File: src/rtl/core/cnu_pkg.sv
// Package for the combinatorial number unit.
// Holds request and status codes, sequencer state type and datapath widths.
// No dependencies.
package cnu_pkg;

  localparam int VAL_W = 64;
  localparam int FAC_W = 5;

  typedef enum logic [2:0] {
    REQ_POW   = 3'd0,
    REQ_ARR   = 3'd1,
    REQ_PERM  = 3'd2,
    REQ_COMB  = 3'd3,
    REQ_STIR  = 3'd4,
    REQ_BELL  = 3'd5
  } req_t;

  typedef enum logic [1:0] {
    ST_OK      = 2'd0,
    ST_OVF     = 2'd1,
    ST_INVALID = 2'd2
  } status_t;

  typedef enum logic [3:0] {
    S_IDLE,
    S_MUL,
    S_ROW_INIT,
    S_ROW_RD,
    S_ROW_EX,
    S_ROW_END,
    S_FIN_RD,
    S_FIN_EX,
    S_DONE
  } state_t;

endpackage

File: src/rtl/core/combinatorial_number_unit_top.sv
// Combinatorial number unit: powers, arrangements, factorials, combinations,
// Stirling numbers of the second kind and Bell numbers on one shared
// multiply-add unit. Depends on cnu_pkg.
//
// Usage: an item (req_type, operand_n, operand_k) enters on in_valid/in_ready.
// The block takes one item at a time; in_ready is high only while idle. Each
// item gives one result (value, status) on out_valid/out_ready, held until
// taken; the block stays busy while the receiver stalls.
// Power, arrangements and permutations run one 64x5 multiply per cycle.
// Combinations and Stirling numbers build a triangle in the scratch row; each
// entry is a registered memory read, then a multiply-add and write back. Bell
// numbers add a sum over the row.
// Reset: synchronous, returns the sequencer to idle with no result pending.
// The scratch row needs no clearing; every entry read was written by the
// same item.
module combinatorial_number_unit_top #(
  parameter int MAX_N = 31
) (
  input  logic        clk,
  input  logic        rst,
  input  logic        in_valid,
  output logic        in_ready,
  input  logic [2:0]  req_type,
  input  logic [4:0]  operand_n,
  input  logic [4:0]  operand_k,
  output logic        out_valid,
  input  logic        out_ready,
  output logic [63:0] value,
  output logic [1:0]  status
);

  localparam int DEPTH = MAX_N + 1;
  localparam int AW    = (DEPTH > 1) ? $clog2(DEPTH) : 1;
  localparam int VW    = cnu_pkg::VAL_W;
  localparam int FW    = cnu_pkg::FAC_W;

  cnu_pkg::state_t state, state_next;

  logic [2:0]    rtype;
  logic [4:0]    n, k, i, j, cnt, fac;
  logic [VW-1:0] acc;
  logic          acc_ovf;
  logic [VW:0]   cur;
  logic [VW:0]   mem_q;
  logic [VW:0]   mem [DEPTH];

  logic          we, re;
  logic [AW-1:0] wa, ra;
  logic [VW:0]   wd;

  logic [VW-1:0]     ua, ub;
  logic [FW-1:0]     uf;
  logic              ufin;
  logic [VW+FW-1:0]  prod;
  logic [VW+FW:0]    sum;
  logic              uovf;
  logic [VW-1:0]     usum;

  logic bad_in, is_stir, is_bell;

  assign bad_in = (32'(operand_n) > 32'(MAX_N)) || (req_type > cnu_pkg::REQ_BELL) ||
                  (((req_type == cnu_pkg::REQ_ARR) || (req_type == cnu_pkg::REQ_COMB))
                   && (operand_k > operand_n));
  assign is_stir = (rtype == cnu_pkg::REQ_STIR) || (rtype == cnu_pkg::REQ_BELL);
  assign is_bell = (rtype == cnu_pkg::REQ_BELL);

  // shared multiply-add with overflow: a * f + b
  always_comb begin
    ua   = acc;
    uf   = fac;
    ub   = '0;
    ufin = acc_ovf;
    case (state)
      cnu_pkg::S_ROW_EX: begin
        ua   = cur[VW-1:0];
        uf   = is_stir ? j : FW'(1);
        ub   = mem_q[VW-1:0];
        ufin = cur[VW] | mem_q[VW];
      end
      cnu_pkg::S_FIN_EX: begin
        ua   = mem_q[VW-1:0];
        uf   = FW'(1);
        ub   = acc;
        ufin = mem_q[VW] | acc_ovf;
      end
      default: begin
        ua = acc;
      end
    endcase
  end

  assign prod = {{FW{1'b0}}, ua} * {{VW{1'b0}}, uf};
  assign sum  = {1'b0, prod} + {{(FW+1){1'b0}}, ub};
  assign uovf = ufin | (|sum[VW+FW:VW]);
  assign usum = sum[VW-1:0];

  // memory port control
  always_comb begin
    we = 1'b0;
    wa = '0;
    wd = '0;
    re = 1'b0;
    ra = '0;
    case (state)
      cnu_pkg::S_ROW_INIT: begin
        we = 1'b1;
        wd = {1'b0, VW'(1)};
      end
      cnu_pkg::S_ROW_RD: begin
        re = 1'b1;
        ra = AW'(j - 5'd1);
      end
      cnu_pkg::S_ROW_EX: begin
        we = 1'b1;
        wa = AW'(j);
        wd = uovf ? {1'b1, {VW{1'b0}}} : {1'b0, usum};
      end
      cnu_pkg::S_ROW_END: begin
        we = is_stir;
      end
      cnu_pkg::S_FIN_RD: begin
        re = 1'b1;
        ra = is_bell ? AW'(i) : AW'(k);
      end
      default: begin
        we = 1'b0;
      end
    endcase
  end

  always_ff @(posedge clk) begin
    if (we) mem[wa] <= wd;
    if (re) mem_q <= mem[ra];
  end

  // next state
  always_comb begin
    state_next = state;
    case (state)
      cnu_pkg::S_IDLE: begin
        if (in_valid) begin
          if (bad_in) state_next = cnu_pkg::S_DONE;
          else if (req_type inside {cnu_pkg::REQ_POW, cnu_pkg::REQ_ARR, cnu_pkg::REQ_PERM})
            state_next = cnu_pkg::S_MUL;
          else if ((req_type == cnu_pkg::REQ_STIR) && (operand_k > operand_n))
            state_next = cnu_pkg::S_DONE;
          else state_next = cnu_pkg::S_ROW_INIT;
        end
      end
      cnu_pkg::S_MUL:      if (cnt == 5'd0) state_next = cnu_pkg::S_DONE;
      cnu_pkg::S_ROW_INIT: state_next = (n == 5'd0) ? cnu_pkg::S_FIN_RD : cnu_pkg::S_ROW_RD;
      cnu_pkg::S_ROW_RD:   state_next = cnu_pkg::S_ROW_EX;
      cnu_pkg::S_ROW_EX:   state_next = (j == 5'd1) ? cnu_pkg::S_ROW_END : cnu_pkg::S_ROW_RD;
      cnu_pkg::S_ROW_END:  state_next = (i == n) ? cnu_pkg::S_FIN_RD : cnu_pkg::S_ROW_RD;
      cnu_pkg::S_FIN_RD:   state_next = cnu_pkg::S_FIN_EX;
      cnu_pkg::S_FIN_EX: begin
        if (!is_bell || (i == n)) state_next = cnu_pkg::S_DONE;
        else state_next = cnu_pkg::S_FIN_RD;
      end
      cnu_pkg::S_DONE:     if (out_ready) state_next = cnu_pkg::S_IDLE;
      default:             state_next = cnu_pkg::S_IDLE;
    endcase
  end

  // handshake outputs
  always_comb begin
    in_ready  = (state == cnu_pkg::S_IDLE);
    out_valid = (state == cnu_pkg::S_DONE);
  end

  always_ff @(posedge clk) begin
    if (rst) state <= cnu_pkg::S_IDLE;
    else     state <= state_next;
  end

  // datapath
  always_ff @(posedge clk) begin
    case (state)
      cnu_pkg::S_IDLE: begin
        rtype   <= req_type;
        n       <= operand_n;
        k       <= operand_k;
        acc     <= VW'(1);
        acc_ovf <= 1'b0;
        fac     <= operand_n;
        cnt     <= (req_type == cnu_pkg::REQ_PERM) ?
                   ((operand_n >= 5'd2) ? operand_n - 5'd1 : 5'd0) : operand_k;
        value   <= '0;
        status  <= bad_in ? cnu_pkg::ST_INVALID : cnu_pkg::ST_OK;
      end
      cnu_pkg::S_MUL: begin
        if (cnt == 5'd0) begin
          value  <= acc_ovf ? '0 : acc;
          status <= acc_ovf ? cnu_pkg::ST_OVF : cnu_pkg::ST_OK;
        end else begin
          acc     <= usum;
          acc_ovf <= uovf;
          cnt     <= cnt - 5'd1;
          if (rtype != cnu_pkg::REQ_POW) fac <= fac - 5'd1;
        end
      end
      cnu_pkg::S_ROW_INIT: begin
        i       <= (n == 5'd0) ? 5'd0 : 5'd1;
        j       <= 5'd1;
        cur     <= '0;
        acc     <= '0;
        acc_ovf <= 1'b0;
      end
      cnu_pkg::S_ROW_EX: begin
        cur <= mem_q;
        j   <= j - 5'd1;
      end
      cnu_pkg::S_ROW_END: begin
        cur <= '0;
        if (i == n) begin
          i <= 5'd0;
        end else begin
          i <= i + 5'd1;
          j <= i + 5'd1;
        end
      end
      cnu_pkg::S_FIN_EX: begin
        if (is_bell) begin
          acc     <= usum;
          acc_ovf <= uovf;
          i       <= i + 5'd1;
          if (i == n) begin
            value  <= uovf ? '0 : usum;
            status <= uovf ? cnu_pkg::ST_OVF : cnu_pkg::ST_OK;
          end
        end else begin
          value  <= mem_q[VW] ? '0 : mem_q[VW-1:0];
          status <= mem_q[VW] ? cnu_pkg::ST_OVF : cnu_pkg::ST_OK;
        end
      end
      default: begin
        cur <= cur;
      end
    endcase
  end

  a_ready_excl: assert property (@(posedge clk) disable iff (rst)
    !(in_ready && out_valid))
    else $error("ready while a result is pending");

  a_busy_after_accept: assert property (@(posedge clk) disable iff (rst)
    (in_valid && in_ready) |=> !in_ready)
    else $error("item accepted while busy");

  a_zero_on_error: assert property (@(posedge clk) disable iff (rst)
    (out_valid && (status != cnu_pkg::ST_OK)) |-> (value == '0))
    else $error("nonzero value with error status");

  a_status_code: assert property (@(posedge clk) disable iff (rst)
    out_valid |-> (status == cnu_pkg::ST_OK || status == cnu_pkg::ST_OVF ||
                   status == cnu_pkg::ST_INVALID))
    else $error("unused status code");

endmodule

File: config.mk
export PLATFORM = sky130hd
export DESIGN_NAME = combinatorial_number_unit_top
export DESIGN_NICKNAME = d
export VERILOG_FILES = /design/src/rtl/core/cnu_pkg.sv /design/src/rtl/core/combinatorial_number_unit_top.sv
export SDC_FILE = /design/constraint.sdc
export NUM_CORES = 2
export LEC_CHECK = 0
export ABC_AREA = 1
export BUFFER_PORTS_ARGS = -buffer_cell sky130_fd_sc_hd__buf_2
export CAP_MARGIN = 20
export CORE_UTILIZATION = 45
export DETAILED_ROUTE_END_ITERATION = 12
export SLEW_MARGIN = 20
export SYNTH_ARGS = -nofsm -noshare
export SYNTH_HDL_FRONTEND = slang
export SYNTH_SLANG_ARGS = --single-unit
File: constraint.sdc
create_clock -name clk -period 8.6 [get_ports clk]
set_input_delay 0.43 -clock clk [delete_from_list [all_inputs] [get_ports clk]]
set_output_delay 0.43 -clock clk [all_outputs]
set_load 0.01 [all_outputs]
==> summary.txt <==
Outcome
  • Status: finished, final reports clean

CTS
  • CTS sink cnt: 2378
  • CTS tree: yes
  • CTS buffer count: 236
  • Clock root buffer: clkbuf_16
  • Setup Buffers After CTS: 0
  • Clock latency on the worst-skew pair: 0.95 ns
  • Worst-path clk slew: 0.06 ns
  • CTS Buffer Depth: 3
  • H-tree depth: 4

Worst hold path
  • Min-delay worst type: in2reg
  • Hold path startpoint: out_ready
  • Hold endpoint: state[1]
  • Hold Crit Depth: 5

Final layout
  • Area grow syn2layout: 11.7%
  • Layout cell share with drive strength beyond 1: 0.0849
  • Total Nets Final: 10200
  • Most frequent cells in the layout: 2374 x edfxtp_1, 1656 x nor2_1, 1486 x nand2_1, 1137 x o21ai_0, 676 x inv_1
  • Most common cell after layout, fill and taps aside: edfxtp_1
  • Fillers: 21000

Synth
  • Yosys warns: 0
  • Register area share after synthesis: 0.652
  • Mapped Area: 109000 sq um
  • Yosys reg bits: 2378
  • Avg Cell Area, Syn: 11.1 sq um
  • Post-Synthesis Cells: 9811
  • Syn_nets: 10200
  • Synth cell types: 53

STA
  • Final period utilization: 0.898
  • Crit path time final: 7.72 ns
  • Final setup vio count: 0
  • RSZ-0062 raised after global routing: false
  • Setup TNS Final: 0 ns
  • Hold_ws: 0.0691 ns
  • Clk_skew: 0.0818 ns
  • FMAX: 130 MHz
  • Slew margin rel.: 0.179
  • Max-slew violation count: 0
  • Hold Fails Final Rpt: 0
  • Tightest Pin Transition: 1.23 ns

Worst setup path
  • Crit-path slowest cell: inv_2
  • Worst reg2reg path depth: 29
  • R2R Setup Slk: 0.88 ns
  • Critical Path End Type: flop
  • Crit path buf inv count: 8
  • Worst R2R End: mem[25][10]
  • Req. time, crit path: 9.28 ns
  • Crit path largest cell delay: 0.75 ns
  • Crit path launch type: flop
  • Setup CP Type: reg2reg
  • Worst Path Max Fanout: 40
  • CP delay by family, top: simple AND/OR/NAND/NOR gates
  • Crit Reg-Reg Startpoint: state[0]
  • Worst EP arrival: 8.40 ns

Power and ir drop
  • Leakage: 44.9 nW
  • PwrDens: 291 nW/um^2
  • Max VDD drop: 0.449 mV

Drt
  • DRT Wirelength: 381000 um
  • Vias post-DR: 79800
  • Post-DRT Antenna Nets: 0
  • Via density: 6.05
  • DRT iter0 DRCs: 11700
  • DRC violations left: 0
  • Wire per inst: 28.9 um
  • Detailed-router iteration count before antenna repair: 6

Global route
  • Total grt overflow: 0
  • Initial antenna violation count: 29
  • Vias in the first global route: 75100
  • All-Layer GR Usage: 0.308
  • First-pass GRT wire length: 540000 um
  • Largest net degree at the start of global routing: 225

Place
  • IO buf count: 84
  • DP Wirelength: 205000 um
  • Placer Congestion: 1.01

Die
  • Die H: 495 um
  • Die width: 495 um
  • Initial Utilization: 0.454
  • Row count: 180
  • IO Count: 85
  • Total Die Area: 245000 sq um
  • Core ar.: 241000 sq um

Run
  • MaxCap Viol Count: 0
==> area by class of cell <==
| class | instances | area, sq um | area share |
|---|---|---|---|
| repair buffers | 317 | 2790 | 0.0228 |
| well taps | 3185 | 3990 | 0.0326 |
| inverters | 694 | 2640 | 0.0216 |
| diodes | 7 | 17.5 | 0.000143 |
| clock buffers | 276 | 6060 | 0.0496 |
| multi-input cells | 6168 | 33600 | 0.275 |
| clock inverters | 169 | 1730 | 0.0142 |
| flip-flops and latches | 2378 | 71400 | 0.584 |
==> metrics by stage <==
step                setup WS (ns)  area [sq um]  cells  utilization  total power, mW
global route                0.587        122000  13200        0.507             36.8
floorplan                    1.82        109000   9811            -             20.4
global placement             1.17        114000  12700        0.474             25.0
CTS                          1.08        122000  13200        0.507             35.3
detailed placement           1.11        114000  12700        0.474             25.0
finish                      0.879        122000  13200        0.507             35.5
==> tightest hold or removal path, cell delays in order <==
cell	delay, ns
buf_2	0.10
inv_1	0.04
nand2_1	0.09
o311ai_0	0.16
nor3_1	0.08
==> power by group <==
part           total [mW]  internal [mW]  switching, mW  leakage, nW
Sequential           14.0           13.6          0.424         21.9
Clock                10.4           5.79           4.61         3.79
Combinational        11.1           2.88           8.27         19.2
==> registers in the layout, indices dropped and copies added, names as in the netlist <==
signal / count
acc_ovf: 1
cnt: 5
mem: 2080
k: 5
rtype: 3
state: 4
i: 5
mem_q: 65
status: 2
acc: 64
cur: 65
fac: 5
value: 64
j: 5
n: 5
==> cell families after synthesis <==
| logic type | Yosys count | synth area share |
|---|---|---|
| AND/OR/NAND/NOR | 3788 | 0.140 |
| flip-flops | 2378 | 0.652 |
| AO/OA/AOI/OAI | 1969 | 0.0999 |
| buffers and inverters | 1265 | 0.0454 |
| adder cells (fa/ha/maj) | 343 | 0.0564 |
| XOR/XNOR | 68 | 0.00545 |
==> timing repair <==
| action | CTS | global route |
|---|---|---|
| hold buffers | 15 | 0 |
| endpoints found under the hold margin | 25 | 0 |
| gates resized for setup | 0 | 0 |
==> cells in the mapped netlist (all sizes together) <==
cell type | n | area, sq um
nor3 | 21 | 120
a21boi | 2 | 15.0
nor4 | 6 | 37.5
nand4 | 7 | 43.8
o21bai | 18 | 135
buf | 169 | 848
a31o | 2 | 17.5
dfxtp | 4 | 80.1
and2 | 10 | 62.6
nand2 | 1490 | 5600
fa | 250 | 5000
a32oi | 2 | 17.5
a21oi | 173 | 866
edfxtp | 2374 | 71300
o221ai | 93 | 815
o311ai | 1 | 8.76
clkbuf | 402 | 1510
xnor2 | 17 | 149
o41ai | 1 | 8.76
nand3 | 480 | 2720
a211oi | 3 | 22.5
ha | 93 | 1160
a22oi | 3 | 22.5
o2111ai | 2 | 17.5
o21ai | 1212 | 6070
a31oi | 3 | 18.8
xor2 | 51 | 447
o32ai | 1 | 8.76
o21a | 6 | 45.0
nand3b | 1 | 7.51
o211ai | 31 | 233
and3 | 6 | 37.5
nor3b | 3 | 22.5
or2 | 17 | 106
a21o | 2 | 15.0
nor2 | 1747 | 6600
o22ai | 413 | 2580
a32o | 1 | 10.0
inv | 693 | 2600
clkinv | 1 | 3.75
==> worst max-delay path by stage <==
stage	from	end	slack [ns]	cells past startpoint
floorplan	state[0]	mem[0][62]	1.82	30
global placement	state[0]	mem[16][32]	1.17	29
detailed placement	state[0]	mem[24][10]	1.11	29
CTS	state[0]	mem[26][10]	1.08	29
global route	state[0]	mem[8][10]	0.59	29
finish	state[0]	mem[25][10]	0.88	29
==> per-layer routing <==
| layer | track usage | routed length, um |
|---|---|---|
| met2 | 0.462 | 167000 |
| met1 | 0.435 | 152000 |
| met3 | 0.0670 | 45500 |
| met4 | 0.125 | 16900 |
| met5 | 0 | 77 |
No activity file was read; power rests on OpenSTA's default activity.
